$ cat config.mk
export PLATFORM = sky130hd
export DESIGN_NAME = rslc_sqrt_pipe
export DESIGN_NICKNAME = d
export VERILOG_FILES = /design/src/rslc_sqrt_pipe.sv
export SDC_FILE = /design/constraint.sdc
export NUM_CORES = 2
export LEC_CHECK = 0
export ABC_CLOCK_PERIOD_IN_PS = 3500
export CORE_MARGIN = 3
export CORE_UTILIZATION = 50
export CTS_CLUSTER_SIZE = 12
export DETAILED_ROUTE_END_ITERATION = 7
export DONT_BUFFER_PORTS = 1
export GPL_TIMING_DRIVEN = 1
export PLACE_DENSITY = 0.67
export SYNTH_ARGS = -nofsm -noshare
export SYNTH_HDL_FRONTEND = slang
export SYNTH_SLANG_ARGS = --single-unit
$ cat constraint.sdc
create_clock -name i_clk -period 3.5 [get_ports i_clk]
set_input_delay 0.35 -clock i_clk [delete_from_list [all_inputs] [get_ports i_clk]]
set_output_delay 0.35 -clock i_clk [all_outputs]
set_load 0.02 [all_outputs]
$ cat src/rslc_sqrt_pipe.sv
module rslc_sqrt_pipe #(
    parameter int IN_W  = 54,
    parameter int PAY_W = 1
) (
    input  logic                 i_clk,
    input  logic                 i_rst_n,
    input  logic                 i_en,
    input  logic                 i_valid,
    input  logic [IN_W-1:0]      i_radicand,
    input  logic [PAY_W-1:0]     i_pay,
    output logic                 o_valid,
    output logic [IN_W/2-1:0]    o_root,
    output logic [PAY_W-1:0]     o_pay
);

    localparam int RT_W = IN_W / 2;
    localparam int RM_W = RT_W + 3;

    // One restoring root bit per stage; the last stage keeps no remainder.
    logic [RM_W-1:0]  r_rem   [RT_W-1];
    logic [IN_W-1:0]  r_x     [RT_W-1];
    logic [RT_W-1:0]  r_root  [RT_W];
    logic [PAY_W-1:0] r_pay   [RT_W];
    logic             r_valid [RT_W];

    logic [RM_W-1:0]  w_rem_in   [RT_W];
    logic [IN_W-1:0]  w_x_in     [RT_W];
    logic [RT_W-1:0]  w_root_in  [RT_W];
    logic [PAY_W-1:0] w_pay_in   [RT_W];
    logic             w_valid_in [RT_W];

    for (genvar k = 0; k < RT_W; k++) begin : g_stage
        logic [RM_W-1:0] w_cat;
        logic [RM_W-1:0] w_trial;
        logic            w_ge;
        logic [RM_W-1:0] n_rem;

        // Stage inputs come from the ports or from the stage before.
        if (k == 0) begin : g_first
            assign w_rem_in[k]   = '0;
            assign w_x_in[k]     = i_radicand;
            assign w_root_in[k]  = '0;
            assign w_pay_in[k]   = i_pay;
            assign w_valid_in[k] = i_valid;
        end else begin : g_next
            assign w_rem_in[k]   = r_rem[k-1];
            assign w_x_in[k]     = r_x[k-1];
            assign w_root_in[k]  = r_root[k-1];
            assign w_pay_in[k]   = r_pay[k-1];
            assign w_valid_in[k] = r_valid[k-1];
        end

        // Bring down two radicand bits and try the next root bit.
        assign w_cat   = {w_rem_in[k][RM_W-3:0], w_x_in[k][IN_W-1 -: 2]};
        assign w_trial = {1'b0, w_root_in[k], 2'b01};
        assign w_ge    = w_cat >= w_trial;
        assign n_rem   = w_ge ? (w_cat - w_trial) : w_cat;

        always_ff @(posedge i_clk) begin
            if (!i_rst_n) begin
                r_valid[k] <= 1'b0;
            end else if (i_en) begin
                r_valid[k] <= w_valid_in[k];
            end
        end

        always_ff @(posedge i_clk) begin
            if (i_en) begin
                r_root[k] <= {w_root_in[k][RT_W-2:0], w_ge};
                r_pay[k]  <= w_pay_in[k];
            end
        end

        if (k < RT_W - 1) begin : g_keep
            always_ff @(posedge i_clk) begin
                if (i_en) begin
                    r_rem[k] <= n_rem;
                    r_x[k]   <= {w_x_in[k][IN_W-3:0], 2'b00};
                end
            end
        end
    end

    assign o_valid = r_valid[RT_W-1];
    assign o_root  = r_root[RT_W-1];
    assign o_pay   = r_pay[RT_W-1];

endmodule

==> results.md <==
* Post-DP HPWL at 109000 µm
* Clock slew at reported path FFs at 0.06 ns
* Setup violators final at 0
* Total CTS buffers at 190
* CP endpoint kind: flop
* Synthesized area per cell at 13.2 µm²
* TritonRoute pass-1 iters at 6
* CP max-delay cell: a2111oi_0
* Average vias per placed instance at 5.44
* Post-route minimum period at 3.39 ns
* Final hold violations at 0
* Root Buffer: clkbuf_16
* Clk_skew at 0.0726 ns
* CTS H-Tree Depth at 4
* Synth top area share at 65.5%
* Die ar. at 172000 µm²
* Setup ws final at 0.107 ns
* Fill count at 13200
* Vias in the first global route at 48200
* Initial antenna violation count at 2
* Reg2reg path depth at 10
* Max FO, Critical Path at 3
* FFs w/ async S/R, synth at 0%
* Area after DPL at 87700 µm²
* Post-layout util at 57.1%
* VDD IR-drop max at 535 µV
* Routability Congestion at 0.885
* Worst-Margin Slew at 1.36 ns
* Kind of critical path: flop to flop
* Synth warn at 0
* Final instance area at 94500 µm²
* Routed len/inst at 17.4 µm
* Startpoint Class: flop
* Post-synth top area cell: edfxtp_1
* Clock Tree Buf Depth at 3
* Worst Path Required at 4.04 ns
* Worst-path cell chain: ha_1 -> a211o_1 -> a211o_1 -> o211ai_1 -> a31oi_1 -> a21o_1 -> a31oi_1 -> o21ai_0 -> a2111oi_0 -> xor2_1
* Routed Antenna Nets at 0
* I/O Pins at 88
* NumNets Final at 7137
* Fin crit share at 96.9%
* Total grt overflow at 0
* Ys flop type: edfxtp_1
* Total of max-cap violations at 0
* Hold Slack at 0.0851 ns
* Static leakage at 36.2 nW
* Final WL at 156000 µm
* WHS Path Cells at 1
* Final setup TNS at 0 ns
* Share of cells above drive strength 1 at 8.91%
* Die H at 415 µm
* Data arrival, critical path at 3.93 ns
* CTS sink cnt at 1825
* Power per cell area at 632 nW/µm²
* Antenna Cells at 0
* CP peak stage delay at 0.59 ns
* Pre-CTS WS at -0.948 ns
* Area grow syn2layout at 12.9%
* Top cells by area, synth: edfxtp_1, ha_1, xnor2_1, xor2_1, a21oi_1
* #FFs+latches synth at 1825
* FMAX at 295 MHz
* Initial DRC Count at 3293
* Outcome: finished, final reports clean
* Post-Syn Instances at 6318
* DR DRC count at 0
* Core Region at 166000 µm²
* First-pass GRT wire length at 251000 µm
* Sequential area share after synthesis at 65.5%
* EDFF count, synth at 1824
* Synthesized area at 83600 µm²
* Post-synth cell types at 88
* Syn Nets at 6784
* Vias at 48900
* GRT Overall Usage at 18.0%
* Relative slew slack at 9.03%
* Site row count at 149
* CTS tree: built
* IO Port Bufs at 0
* Largest net degree at the start of global routing at 298
* Clock latency on the worst-skew pair at 0.83 ns
* Die X at 415 µm
* Initial Utilization at 50.5%
* HP Class: input port to flop
* Slew Viols, Final at 0
[critical path, delay by kind of cell, from the launching register on]
| kind | cells | cell delay (ns) |
|---|---|---|
| compound gates | 8 | 2.26 |
| xor+xnor | 1 | 0.11 |
| fa+ha+maj | 1 | 0.33 |
| flops | 1 | 0.39 |
[metrics by stage]
step | total power [W] | cells
global placement | 0.0406 | 8603
finish | 0.0597 | 8988
CTS | 0.0603 | 8983
global route | 0.0628 | 8988
floorplan | 0.0370 | 6318
detailed placement | 0.0408 | 8603
[area by class of cell]
cell class / count / area [µm²] / area share (%)
Sequential cell: 1825 / 54800 / 58.0
Multi-Input combinational cell: 3882 / 26700 / 28.3
Clock buffer: 245 / 4990 / 5.29
Tap cell: 2189 / 2740 / 2.90
Timing Repair Buffer: 264 / 2390 / 2.53
Inverter: 508 / 1910 / 2.03
Clock inverter: 75 / 896 / 0.948
[cells in the mapped netlist, types with 24 or more instances]
| cell | n |
|---|---|
| o21bai_1 | 30 |
| a21oi_1 | 394 |
| and3_1 | 58 |
| nand4_1 | 52 |
| nor2_1 | 407 |
| a21o_1 | 135 |
| nand2b_1 | 83 |
| clkbuf_1 | 86 |
| edfxtp_1 | 1824 |
| o21a_1 | 74 |
| o211ai_1 | 24 |
| xnor2_1 | 296 |
| xor2_1 | 277 |
| a211oi_1 | 35 |
| nor4_1 | 104 |
| nand3_1 | 127 |
| or4_1 | 29 |
| or2_2 | 32 |
| inv_1 | 505 |
| mux2_2 | 70 |
| nand2_1 | 372 |
| a31oi_1 | 32 |
| or3_1 | 62 |
| ha_1 | 407 |
| nor2b_1 | 50 |
| o31ai_1 | 33 |
| nor3_1 | 127 |
| o21ai_0 | 313 |
[power breakdown]
| group | internal, W | switching, W |
|---|---|---|
| clock network | 0.0110 | 0.00810 |
| logic | 0.00504 | 0.00643 |
| registers | 0.0275 | 0.00166 |
| total | 0.0435 | 0.0162 |
[layer usage]
layer | part of all wire, % | global-route usage, % | up-vias
li1 | - | - | 24200
met1 | 43 | 23.1 | 23500
met2 | 50 | 30.8 | 920
met3 | 3.7 | 2.89 | 310
met4 | 3.2 | 6.53 | 0
met5 | 0 | 0 | -
[kinds of logic after synthesis]
logic type | share of synthesized area, %
multiplexers | 0.954
XOR/XNOR | 6.00
other | 0.00448
buffers and inverters | 2.77
AO/OA/AOI/OAI | 9.14
AND/OR/NAND/NOR | 9.53
adder cells (fa/ha/maj) | 6.09
flip-flops | 65.5
[placed cells by master, fill, tap and decap left out, drive strengths merged, types with 105 or more instances in the layout]
| cell type | n |
|---|---|
| inv | 514 |
| a21oi | 394 |
| nand3 | 128 |
| nor3 | 129 |
| xor2 | 277 |
| ha | 407 |
| edfxtp | 1824 |
| nor4 | 105 |
| o21ai | 314 |
| nand2 | 372 |
| clkbuf | 246 |
| a21o | 135 |
| buf | 203 |
| xnor2 | 296 |
| nor2 | 407 |
[flip-flops by register name, summed over array words and instances, names as in the netlist]
signal / flops
r_x: 702
r_valid: 27
r_pay: 27
r_rem: 691
r_root: 378
[path summary, 6_finish.rpt]
path,from,end,slack [ns]
worst min-delay path,i_rst_n,r_valid[1][8],0.09
worst max-delay path,r_rem[1][184],r_rem[1][235],0.11
worst min register to register,r_x[2][140],r_x[2][194],0.41
worst max register to register,r_rem[1][184],r_rem[1][235],0.11
[what timing repair did]
| action | in CTS | in global routing |
|---|---|---|
| hold buffers | 60 | 1 |
| pin swaps | 0 | 5 |
| gates cloned | 0 | 1 |
| setup endpoints to repair | 22 | 380 |
| setup buffers | 0 | 2 |
| resized for setup | 3 | 45 |
| hold endpoints to repair | 220 | 1 |
Power figures use the tool's default switching activity.
